## src/pms_pkg.sv

```systemverilog
// pms_pkg: shared types and constants of the proximity mode supervisor
// no dependencies
`default_nettype none

package pms_pkg;

    localparam logic [7:0] DELTA_SAT  = 8'h7F;
    localparam logic [7:0] DRIFT_MAX  = 8'h3F;
    localparam logic [7:0] SETTLE_MIN = 8'h50;
    localparam logic [7:0] DELTA_LOW  = 8'h00;
    localparam logic [7:0] DELTA_HIGH = 8'hFF;
    localparam logic [7:0] COUNT_MAX  = 8'hFF;
    localparam logic [7:0] ST_CH2     = 8'h02;
    localparam logic [7:0] ST_CH6     = 8'h20;
    localparam logic [7:0] ST_BOTH    = 8'h22;

    localparam logic [1:0] REG_SENSOR_ENABLE = 2'd0;
    localparam logic [1:0] REG_ACCUM_LIMIT   = 2'd1;
    localparam logic [1:0] REG_LOW_DELTA_CH2 = 2'd2;
    localparam logic [1:0] REG_LOW_DELTA_CH6 = 2'd3;

    localparam logic       CMD_SAMPLE = 1'b0;
    localparam logic       CMD_CHECK  = 1'b1;

    typedef struct packed {
        logic       sensor_enable;
        logic [7:0] accum_limit;
        logic [5:0] low_delta_ch2;
        logic [5:0] low_delta_ch6;
    } t_cfg;

    typedef struct packed {
        logic       wood_mode;
        logic [7:0] overflow_pattern;
        logic [7:0] drift_count_ch2;
        logic [7:0] drift_count_ch6;
        logic       presence;
    } t_state;

    typedef struct packed {
        logic object_present;
        logic high_sens_mode;
        logic enter_high_sens;
        logic leave_high_sens;
        logic force_recal;
        logic reevaluate;
    } t_result;

endpackage

`default_nettype wire

```

## src/pms_cfg_regs.sv

```systemverilog
// pms_cfg_regs: apb-style configuration registers
// depends on pms_pkg
`default_nettype none

module pms_cfg_regs (
    input  wire logic         i_clk,
    input  wire logic         i_rst_n,
    input  wire logic         psel,
    input  wire logic         penable,
    input  wire logic         pwrite,
    input  wire logic [3:0]   paddr,
    input  wire logic [31:0]  pwdata,
    output logic [31:0]       prdata,
    output logic              pready,
    output pms_pkg::t_cfg     o_cfg
);
    import pms_pkg::*;

    t_cfg       r_cfg;
    logic       w_write;
    logic [1:0] w_index;

    assign pready  = 1'b1;
    assign w_write = psel && penable && pwrite;
    assign w_index = paddr[3:2];
    assign o_cfg   = r_cfg;

    always_ff @(posedge i_clk) begin
        if (!i_rst_n) begin
            r_cfg.sensor_enable <= 1'b1;
            r_cfg.accum_limit   <= 8'd10;
            r_cfg.low_delta_ch2 <= 6'd8;
            r_cfg.low_delta_ch6 <= 6'd10;
        end else if (w_write) begin
            unique case (w_index)
                REG_SENSOR_ENABLE: r_cfg.sensor_enable <= pwdata[0];
                REG_ACCUM_LIMIT:   r_cfg.accum_limit   <= pwdata[7:0];
                REG_LOW_DELTA_CH2: r_cfg.low_delta_ch2 <= pwdata[5:0];
                REG_LOW_DELTA_CH6: r_cfg.low_delta_ch6 <= pwdata[5:0];
                default: ;
            endcase
        end
    end

    always_comb begin
        prdata = 32'd0;
        unique case (w_index)
            REG_SENSOR_ENABLE: prdata = {31'd0, r_cfg.sensor_enable};
            REG_ACCUM_LIMIT:   prdata = {24'd0, r_cfg.accum_limit};
            REG_LOW_DELTA_CH2: prdata = {26'd0, r_cfg.low_delta_ch2};
            REG_LOW_DELTA_CH6: prdata = {26'd0, r_cfg.low_delta_ch6};
            default:           prdata = 32'd0;
        endcase
    end

    a_write_enable: assert property (@(posedge i_clk) disable iff (!i_rst_n)
        (w_write && w_index == REG_SENSOR_ENABLE) |=> (r_cfg.sensor_enable == $past(pwdata[0])))
        else $error("enable register write lost");
    a_write_limit: assert property (@(posedge i_clk) disable iff (!i_rst_n)
        (w_write && w_index == REG_ACCUM_LIMIT) |=> (r_cfg.accum_limit == $past(pwdata[7:0])))
        else $error("limit register write lost");
    a_hold: assert property (@(posedge i_clk) disable iff (!i_rst_n)
        $past(i_rst_n) && !w_write |=> $stable(r_cfg))
        else $error("configuration changed without a write");

endmodule

`default_nettype wire

```

## src/pms_eval.sv

```systemverilog
// pms_eval: next-state and result logic for one sensor reading
// depends on pms_pkg
`default_nettype none

module pms_eval (
    input  wire pms_pkg::t_cfg    i_cfg,
    input  wire pms_pkg::t_state  i_state,
    input  wire logic         i_command,
    input  wire logic [7:0]   i_input_status,
    input  wire logic [7:0]   i_delta_ch2,
    input  wire logic [7:0]   i_delta_ch6,
    output pms_pkg::t_state   o_state,
    output pms_pkg::t_result  o_result
);
    import pms_pkg::*;

    logic       w_is2, w_is6, w_isb;
    logic       w_ovf;
    logic       w_inc2, w_inc6;
    logic [7:0] w_cnt2, w_cnt6;
    logic       w_recal;
    logic       w_set2, w_set6;
    logic       w_back;
    logic       w_pat2, w_pat6, w_patb;

    assign w_is2 = (i_input_status == ST_CH2);
    assign w_is6 = (i_input_status == ST_CH6);
    assign w_isb = (i_input_status == ST_BOTH);

    assign w_ovf = (w_is2 && i_delta_ch2 == DELTA_SAT)
                || (w_is6 && i_delta_ch6 == DELTA_SAT)
                || (w_isb && (i_delta_ch2 == DELTA_SAT || i_delta_ch6 == DELTA_SAT));

    assign w_inc2 = (i_delta_ch2 >= {2'b00, i_cfg.low_delta_ch2}) && (i_delta_ch2 <= DRIFT_MAX);
    assign w_inc6 = (i_delta_ch6 >= {2'b00, i_cfg.low_delta_ch6}) && (i_delta_ch6 <= DRIFT_MAX);

    assign w_cnt2 = (w_inc2 && i_state.drift_count_ch2 != COUNT_MAX)
                  ? i_state.drift_count_ch2 + 8'd1 : i_state.drift_count_ch2;
    assign w_cnt6 = (w_inc6 && i_state.drift_count_ch6 != COUNT_MAX)
                  ? i_state.drift_count_ch6 + 8'd1 : i_state.drift_count_ch6;

    assign w_recal = (w_cnt2 >= i_cfg.accum_limit) || (w_cnt6 >= i_cfg.accum_limit);

    assign w_set2 = (i_delta_ch2 > SETTLE_MIN) && (i_delta_ch2 <= DELTA_SAT);
    assign w_set6 = (i_delta_ch6 > SETTLE_MIN) && (i_delta_ch6 <= DELTA_SAT);

    assign w_pat2 = (i_state.overflow_pattern == ST_CH2);
    assign w_pat6 = (i_state.overflow_pattern == ST_CH6);
    assign w_patb = (i_state.overflow_pattern == ST_BOTH);

    assign w_back = ((i_delta_ch2 == DELTA_LOW || i_delta_ch2 == DELTA_HIGH)
                  && (i_delta_ch6 == DELTA_LOW || i_delta_ch6 == DELTA_HIGH))
                 || (w_pat2 && w_set2)
                 || (w_pat6 && w_set6)
                 || (w_patb && (w_set2 || w_set6));

    always_comb begin
        o_state                  = i_state;
        o_result.enter_high_sens = 1'b0;
        o_result.leave_high_sens = 1'b0;
        o_result.force_recal     = 1'b0;
        o_result.reevaluate      = 1'b0;
        if (i_cfg.sensor_enable) begin
            if (i_command == CMD_SAMPLE) begin
                if (!i_state.wood_mode) begin
                    o_state.presence = w_is2 || w_is6 || w_isb;
                    if (w_ovf) begin
                        o_result.enter_high_sens = 1'b1;
                        o_state.wood_mode        = 1'b1;
                        o_state.overflow_pattern = i_input_status;
                        o_state.drift_count_ch2  = 8'd0;
                        o_state.drift_count_ch6  = 8'd0;
                    end else if (w_recal) begin
                        o_result.force_recal     = 1'b1;
                        o_state.drift_count_ch2  = 8'd0;
                        o_state.drift_count_ch6  = 8'd0;
                    end else begin
                        o_state.drift_count_ch2  = w_cnt2;
                        o_state.drift_count_ch6  = w_cnt6;
                    end
                end
            end else if (i_state.wood_mode && w_back) begin
                o_result.leave_high_sens = 1'b1;
                o_result.reevaluate      = 1'b1;
                o_state.wood_mode        = 1'b0;
            end
        end
        o_result.object_present = o_state.presence;
        o_result.high_sens_mode = o_state.wood_mode;
    end

endmodule

`default_nettype wire

```

## src/proximity_mode_supervisor_core.sv

```systemverilog
// proximity_mode_supervisor_core: top level, input register, state and result register
// depends on pms_pkg, pms_cfg_regs, pms_eval
//
// channel   direction  handshake                 payload
// input     in         i_in_valid / o_in_stall   i_command, i_input_status, i_delta_ch2/6
// output    out        o_out_valid / i_out_stall o_object_present .. o_reevaluate
// config    in         psel/penable/pwrite       paddr, pwdata, prdata, pready
//
// one transaction per cycle sustained while the output is not stalled
// the input register feeds the decision logic, which updates state and the result register
// the input register takes one more transaction while a finished result waits under stall
// o_in_stall rises only when both registers are full and the output is stalled
// synchronous active-low reset restores the register defaults, clears the mode state and the valid flags
`default_nettype none

module proximity_mode_supervisor_core (
    input  wire logic         i_clk,
    input  wire logic         i_rst_n,
    input  wire logic         psel,
    input  wire logic         penable,
    input  wire logic         pwrite,
    input  wire logic [3:0]   paddr,
    input  wire logic [31:0]  pwdata,
    output logic [31:0]       prdata,
    output logic              pready,
    input  wire logic         i_in_valid,
    output logic              o_in_stall,
    input  wire logic         i_command,
    input  wire logic [7:0]   i_input_status,
    input  wire logic [7:0]   i_delta_ch2,
    input  wire logic [7:0]   i_delta_ch6,
    output logic              o_out_valid,
    input  wire logic         i_out_stall,
    output logic              o_object_present,
    output logic              o_high_sens_mode,
    output logic              o_enter_high_sens,
    output logic              o_leave_high_sens,
    output logic              o_force_recal,
    output logic              o_reevaluate
);
    import pms_pkg::*;

    t_cfg       w_cfg;
    t_state     r_state, n_state;
    t_result    r_result, n_result;
    logic       r_in_valid;
    logic       r_command;
    logic [7:0] r_input_status;
    logic [7:0] r_delta_ch2;
    logic [7:0] r_delta_ch6;
    logic       r_out_valid;
    logic       w_accept;
    logic       w_advance;

    pms_cfg_regs u_cfg (
        .i_clk   (i_clk),
        .i_rst_n (i_rst_n),
        .psel    (psel),
        .penable (penable),
        .pwrite  (pwrite),
        .paddr   (paddr),
        .pwdata  (pwdata),
        .prdata  (prdata),
        .pready  (pready),
        .o_cfg   (w_cfg)
    );

    pms_eval u_eval (
        .i_cfg          (w_cfg),
        .i_state        (r_state),
        .i_command      (r_command),
        .i_input_status (r_input_status),
        .i_delta_ch2    (r_delta_ch2),
        .i_delta_ch6    (r_delta_ch6),
        .o_state        (n_state),
        .o_result       (n_result)
    );

    assign w_advance  = r_in_valid && (!r_out_valid || !i_out_stall);
    assign o_in_stall = r_in_valid && r_out_valid && i_out_stall;
    assign w_accept   = i_in_valid && !o_in_stall;

    always_ff @(posedge i_clk) begin
        if (!i_rst_n) begin
            r_in_valid  <= 1'b0;
            r_out_valid <= 1'b0;
            r_state     <= '0;
        end else begin
            if (w_accept) begin
                r_in_valid <= 1'b1;
            end else if (w_advance) begin
                r_in_valid <= 1'b0;
            end
            if (w_advance) begin
                r_out_valid <= 1'b1;
                r_state     <= n_state;
            end else if (!i_out_stall) begin
                r_out_valid <= 1'b0;
            end
        end
    end

    always_ff @(posedge i_clk) begin
        if (w_accept) begin
            r_command      <= i_command;
            r_input_status <= i_input_status;
            r_delta_ch2    <= i_delta_ch2;
            r_delta_ch6    <= i_delta_ch6;
        end
        if (w_advance) begin
            r_result <= n_result;
        end
    end

    assign o_out_valid       = r_out_valid;
    assign o_object_present  = r_result.object_present;
    assign o_high_sens_mode  = r_result.high_sens_mode;
    assign o_enter_high_sens = r_result.enter_high_sens;
    assign o_leave_high_sens = r_result.leave_high_sens;
    assign o_force_recal     = r_result.force_recal;
    assign o_reevaluate      = r_result.reevaluate;

    a_enter_mode: assert property (@(posedge i_clk) disable iff (!i_rst_n)
        (r_out_valid && r_result.enter_high_sens) |-> r_result.high_sens_mode)
        else $error("enter request without high-sensitivity mode");
    a_leave_mode: assert property (@(posedge i_clk) disable iff (!i_rst_n)
        (r_out_valid && r_result.leave_high_sens)
            |-> (!r_result.high_sens_mode && r_result.reevaluate))
        else $error("leave request inconsistent");
    a_recal_normal: assert property (@(posedge i_clk) disable iff (!i_rst_n)
        (r_out_valid && r_result.force_recal)
            |-> (!r_result.high_sens_mode && !r_result.enter_high_sens))
        else $error("recalibration outside normal mode");
    a_state_match: assert property (@(posedge i_clk) disable iff (!i_rst_n)
        w_advance |=> (r_state.wood_mode == r_result.high_sens_mode
                       && r_state.presence == r_result.object_present))
        else $error("result does not match stored state");

endmodule

`default_nettype wire

```

## config.mk

```make
export PLATFORM = sky130hd
export DESIGN_NAME = proximity_mode_supervisor_core
export DESIGN_NICKNAME = d
export VERILOG_FILES = /design/src/pms_pkg.sv /design/src/pms_cfg_regs.sv /design/src/pms_eval.sv /design/src/proximity_mode_supervisor_core.sv
export SDC_FILE = /design/constraint.sdc
export NUM_CORES = 1
export LEC_CHECK = 0
export ABC_AREA = 1
export BUFFER_PORTS_ARGS = -buffer_cell sky130_fd_sc_hd__buf_2
export CORE_AREA = 2 2 107 109
export CTS_BUF_LIST = sky130_fd_sc_hd__clkbuf_8
export DETAILED_ROUTE_END_ITERATION = 12
export DIE_AREA = 0 0 109 111
export GPL_ROUTABILITY_DRIVEN = 0
export MAX_ROUTING_LAYER = met4
export PLACE_DENSITY_LB_ADDON = 0.1
export SETUP_SLACK_MARGIN = 0.2
export SLEW_MARGIN = 20
export SYNTH_ARGS = -nofsm -noshare
export SYNTH_HDL_FRONTEND = slang
export SYNTH_HIERARCHICAL = 1
export SYNTH_SLANG_ARGS = --single-unit
```

## constraint.sdc

```tcl
create_clock -name i_clk -period 2.95 [get_ports i_clk]
set_input_delay 0.4425 -clock i_clk [delete_from_list [all_inputs] [get_ports i_clk]]
set_output_delay 0.4425 -clock i_clk [all_outputs]
set_load 0.02 [all_outputs]
```

==> results of run 1 <==
cells in the mapped netlist, types with 2 or more instances:
library cell / count / area, sq um
nand4_1: 16 / 100
nor2_2: 4 / 25.0
inv_1: 125 / 469
buf_6: 10 / 113
nor2_4: 4 / 45.0
edfxtp_1: 31 / 931
nor2_1: 93 / 349
nand2_2: 4 / 25.0
dfxtp_1: 49 / 981
ha_1: 30 / 375
conb_1: 2 / 7.51
o21bai_1: 3 / 22.5
nor3_1: 6 / 30.0
xor2_1: 5 / 43.8
o21ai_0: 12 / 60.1
o21ai_1: 3 / 15.0
nand3_2: 14 / 140
nand3_1: 78 / 390
nand2_4: 2 / 22.5
o21a_1: 2 / 15.0
a21oi_1: 38 / 190
buf_2: 5 / 25.0
inv_2: 3 / 11.3
buf_4: 34 / 255
nand2_1: 203 / 762
path summary, 6_finish.rpt:
check                       to               from  slack [ns]
min          r_input_status[3]  i_input_status[3]        0.26
max reg2reg         r_state[5]     r_delta_ch6[3]       -0.13
min reg2reg        r_state[24]        r_state[24]        0.49
max                 r_state[5]     r_delta_ch6[3]       -0.13
critical path, stage by stage (launching register included):
cell and delay (ns):
edfxtp_1 0.45, ha_4 0.30, nand2_2 0.05, nor2_1 0.09, nor2_1 0.04, nand2_1 0.08, nand2_2 0.07, nand2_4 0.13
buf_6 0.13, nand4_1 0.10, nand2_2 0.13, ha_4 0.21, inv_2 0.04, nor2_1 0.03, o21ai_1 0.12, nand2_1 0.06
nand2_1 0.07, nand3_2 0.10, inv_2 0.07, nand2_2 0.06, nor2_4 0.13, buf_6 0.14, nand3_1 0.07, nand2_1 0.09
inv_1 0.04, nand3_2 0.06, nand2_1 0.06, nor2_1 0.10
final cells by class:
cell class	count	area share (%)
Clock buffer	9	1.84
Clock inverter	7	1.50
Inverter	128	7.13
Multi-Input combinational cell	551	45.9
Sequential cell	80	28.4
Tap cell	143	2.66
Timing Repair Buffer	127	12.5
per-stage QoR:
| stage | std cells | cell area [sq um] |
|---|---|---|
| after floorplan | 811 | 5610 |
| after global placement | 1014 | 6090 |
| after detailed placement | 1014 | 6090 |
| after CTS | 1036 | 6510 |
| after global routing | 1045 | 6740 |
| final | 1045 | 6740 |
timing repair:
action,CTS,global route
resized for setup,36,32
endpoints found under the setup margin,17,17
setup buffers,6,9
pin swaps,29,34
hold endpoints to repair,0,0
state kept, by name, indices dropped and copies added, names as in the netlist, 8 cells and up:
signal	flops
r_state	26
r_delta_ch2	8
u_cfg/o_cfg	21
r_input_status	8
r_delta_ch6	8
report_power, final:
part / switching [uW] / internal (uW)
Sequential: 39.6 / 1210
Clock: 445 / 486
Combinational: 423 / 304
cells by family (layout without fill, tap and decap cells):
group,count (synthesis),count (layout),synth area share (%)
DFF,80,80,34.6
other,2,25,0.136
AOI/OAI and AO/OA,60,60,6.01
xor gates and xnor gates,6,6,0.952
and+or+nand+nor,430,430,35.3
adders and majority gates,30,30,6.80
buffers and inverters,180,271,16.2
per-layer routing:
metal  track usage [%]  vias to the layer above  wire (um)
li1                  -                     2646          -
met2              37.8                       93       6360
met3              3.82                       18        336
met4              7.09                        0        233
met1              28.9                     2356       5920
met5                 -                        -          0
==> results.cfg, run 1 <==
[cells_and_area]
mostFrequentLayoutCells = 187 x nand2_1, 119 x inv_1, 91 x nor2_1, 73 x nand3_1, 64 x buf_4
nets = 995
area_delta_synth_final_pct = 22.1
nFillCells = 1044
layout-drive-gt1-share_pct = 25.3
fin_util_pct = 60.8
multi_input_comb_area_sq_um = 3090
final_common_cell = nand2_1
final-seq-area_sq_um = 1920
diodes = 0

[setup_path]
start_kind = flop
rr_worst_depth = 27
cp.required_ns = 3.24
path_max_fanout = 7
crit_type = flop to flop
end_kind = flop
cp_data_arrival_time_ns = 3.37

[grt]
grt_pass1_vias = 4936
grt_usage_pct = 23.0
grt_pass1_wl_mm = 21.9
grt_max_degree = 54
overflow = 0
antenna_found_initial = 0

[timing]
setup_viol = 17
final_max_slew_viol_count = 0
period_minus_slack_ns = 3.08
whs_ns = 0.257
finalCritPeriodShare_pct = 104
skew_ns = 0.0155
final.setup.tns_ns = -1.68
clock.fmax_ghz = 0.325
worst_slack_ns = -0.127
rsz0062_at_grt = true
max_slew_margin_pct = 39.3
tightest_slew_ns = 0.910
hold_viol = 0

[yosys]
postSynthCellCount = 788
ys_ff_latch = 80
synth-async-reset-ratio_pct = 0
syn-mean-instance-area_sq_um = 7.01
seq_area_frac_synth_pct = 34.6
synth_flop_cell = dfxtp_1
synthDistinctLibCells = 37
synth_edf_count = 31
ys_warn_count = 6
netlist_area_sq_um = 5520

[floorplanning]
io_pins = 109
core-area_sq_um = 11100
num_rows = 39
dieArea_sq_um = 12100
die_w_um = 109
die_h_um = 111
initial_utilization_pct = 49.8

[power_and_ir_drop]
power_density_nw_per_um2 = 431
p_leak_uw = 0.00327
total_power_uw = 2900
ir_worst_vdd_v = 0.000382

[min_path]
hold_class = primary input to flop
hold_depth = 1

[drt]
drc = 0
wl_mm = 12.8
wl_per_cell_um = 12.3
via_per_inst = 4.89
first_iter_violations = 326
drt_pass1_iterations = 4
vias = 5113
final_antenna_net_count = 0

[clock_tree]
cts_tree = yes
cts_buffer_depth = 2
cts_num_sinks = 80
htreeDepth = 3
holdBufCountCts = 0
numCtsBuffers = 9
clkLatencyLatePin_ns = 0.35
path_clk_slew_ns = 0.09
cts-root-buf = clkbuf_8

[run_status]
violations = negative setup slack
outcome = finished, violations left

[flow_run]
cap_violations = 0

[placement]
pre_cts_slack_ns = -0.402
port_buffers = 57
hpwlAfterDp_mm = 9.34
(Power assumes the default switching activity.)
==> run 2, diff against run 1 <==
Settings changed: BUFFER_PORTS_ARGS -buffer_cell sky130_fd_sc_hd__buf_2 to -buffer_cell sky130_fd_sc_hd__buf_4.
==> run 2 against run 1 <==
Compared with the run above:
- the run still ends with negative setup slack left
- first-iteration DRC count rose by 17%
- wire length fell by 1.5%
- sequential cell count did not move
- combinational power fell by 2.9%
- worst setup slack got worse by 0.019 ns
==> results.cfg, run 2 (synthesis results as in run 1) <==
[clock_tree]
htreeDepth = 3
cts_buffer_depth = 2
cts-root-buf = clkbuf_8
cts_num_sinks = 80
holdBufCountCts = 0
path_clk_slew_ns = 0.09
cts_tree = yes
numCtsBuffers = 9
clkLatencyLatePin_ns = 0.35

[grt]
grt_pass1_vias = 4767
antenna_found_initial = 0
grt_pass1_wl_mm = 21.3
grt_usage_pct = 22.5
overflow = 0
grt_max_degree = 54

[timing]
whs_ns = 0.261
hold_viol = 0
worst_slack_ns = -0.147
tightest_slew_ns = 0.825
skew_ns = 0.0130
rsz0062_at_grt = true
finalCritPeriodShare_pct = 105
clock.fmax_ghz = 0.323
max_slew_margin_pct = 45.0
setup_viol = 17
final_max_slew_viol_count = 0
period_minus_slack_ns = 3.10

[drt]
drc = 0
drt_pass1_iterations = 5
wl_mm = 12.6
first_iter_violations = 382
via_per_inst = 4.95
wl_per_cell_um = 12.2
final_antenna_net_count = 0
vias = 5135

[cells_and_area]
fin_util_pct = 60.8
multi_input_comb_area_sq_um = 3070
diodes = 0
nets = 988
nFillCells = 1024
largest_reg_flops = 26
mostFrequentLayoutCells = 185 x nand2_1, 119 x inv_1, 117 x buf_4, 89 x nor2_1, 72 x nand3_1
fin_area_sq_um = 6740
final_common_cell = nand2_1
layout-drive-gt1-share_pct = 24.8
largest-register = r_state
final-seq-area_sq_um = 1910
area_delta_synth_final_pct = 22.1

[setup_path]
crit_path_start = r_delta_ch6[1]
crit_type = flop to flop
start_kind = flop
path_max_fanout = 8
rr_worst_depth = 24
cp_data_arrival_time_ns = 3.38
r2r_start = r_delta_ch6[1]
end_kind = flop
r2r-end = r_state[16]
worst-r2r-setup-slack_ns = -0.15
cp.required_ns = 3.23

[power_and_ir_drop]
power_density_nw_per_um2 = 399
ir_worst_vdd_v = 0.000449
p_leak_uw = 0.00326

[run_status]
outcome = finished, violations left
violations = negative setup slack

[min_path]
min_to = r_input_status[0]
worstHoldStart = i_input_status[0]
hold_class = primary input to flop
hold_depth = 1

[flow_run]
cap_violations = 0

[floorplanning]
die_w_um = 109
io_pins = 109
dieArea_sq_um = 12100
die_h_um = 111
initial_utilization_pct = 49.8
num_rows = 39
core-area_sq_um = 11100

[placement]
port_buffers = 57
place_area_sq_um = 6170
hpwlAfterDp_mm = 9.23
## run 2: cell types whose count changed in the layout (fill, tap and decap cells not counted), sizes merged
cell | previous run | this run
clkinvlp | 2 | 3
clkinv | 0 | 1
bufinv | 2 | 0
buf | 127 | 120
## run 2: what timing repair did
action | CTS | global route
endpoints found under the setup margin | 17 | 17
cloned | 0 | 0
setup buffers | 5 | 9
pin swaps | 27 | 23
resized for setup | 32 | 35
## run 2: cell type report
cell class                 count  share of cell area, %
clock inverter                 7                  0.799
multi-input combinational    551                   45.6
clock buffer                   9                   1.84
sequential                    80                   28.4
tap                          143                   2.66
inverter                     128                   7.13
timing repair buffer         120                   13.5
## run 2: report_power, final
group          internal, uW  switching (uW)  total, uW
Clock                   313             424        737
Sequential             1210            42.1       1250
Combinational           293             413        706
## run 2: worst max path at each step
| stage | end | slack, ns | depth (start not counted) |
|---|---|---|---|
| 2_1_floorplan | r_state[15] | 0.22 | 22 |
| 3_3_place_gp | r_state[13] | -0.29 | 24 |
| 3_5_place_dp | r_state[13] | -0.44 | 24 |
| 4_1_cts | r_state[9] | -0.15 | 27 |
| 5_1_grt | r_state[5] | -0.44 | 25 |
| 6_report | r_state[16] | -0.15 | 24 |
## run 2: worst max-delay path, cell delays in order, from the launching register on
cell      delay (ns)
edfxtp_1        0.44
ha_4            0.29
nand2_2         0.04
nor2_2          0.09
nor2_1          0.05
nand2_1         0.10
nand2_2         0.07
nand2_4         0.14
nand3_4         0.14
buf_6           0.16
nand2_4         0.06
nand2_2         0.06
inv_2           0.07
ha_4            0.19
nand2_2         0.07
o21a_1          0.13
nand3_2         0.09
buf_4           0.15
nor2_4          0.14
nand2_4         0.11
o21ai_1         0.13
inv_1           0.05
nand3_1         0.07
nand2_1         0.07
nor2_1          0.10
## run 2: per-stage QoR
step / TNS (ns) / instances / power, uW / setup WS (ns)
2_1_floorplan: 0 / 811 / 1710 / 0.215
3_3_place_gp: -4.16 / 1008 / 1850 / -0.290
3_5_place_dp: -6.15 / 1008 / 1870 / -0.436
4_1_cts: -1.65 / 1029 / 2650 / -0.146
5_1_grt: -6.16 / 1038 / 2860 / -0.443
6_report: -1.88 / 1038 / 2690 / -0.147
## run 2: metal layers
metal | part of all wire (%) | GRT usage (%) | wire length [um] | vias up
li1 | - | - | - | 2637
met1 | 44 | 28.1 | 5520 | 2339
met2 | 50 | 37.3 | 6350 | 143
met3 | 4.4 | 3.41 | 562 | 16
met4 | 1.7 | 7.09 | 214 | 0
met5 | 0 | - | 0 | -
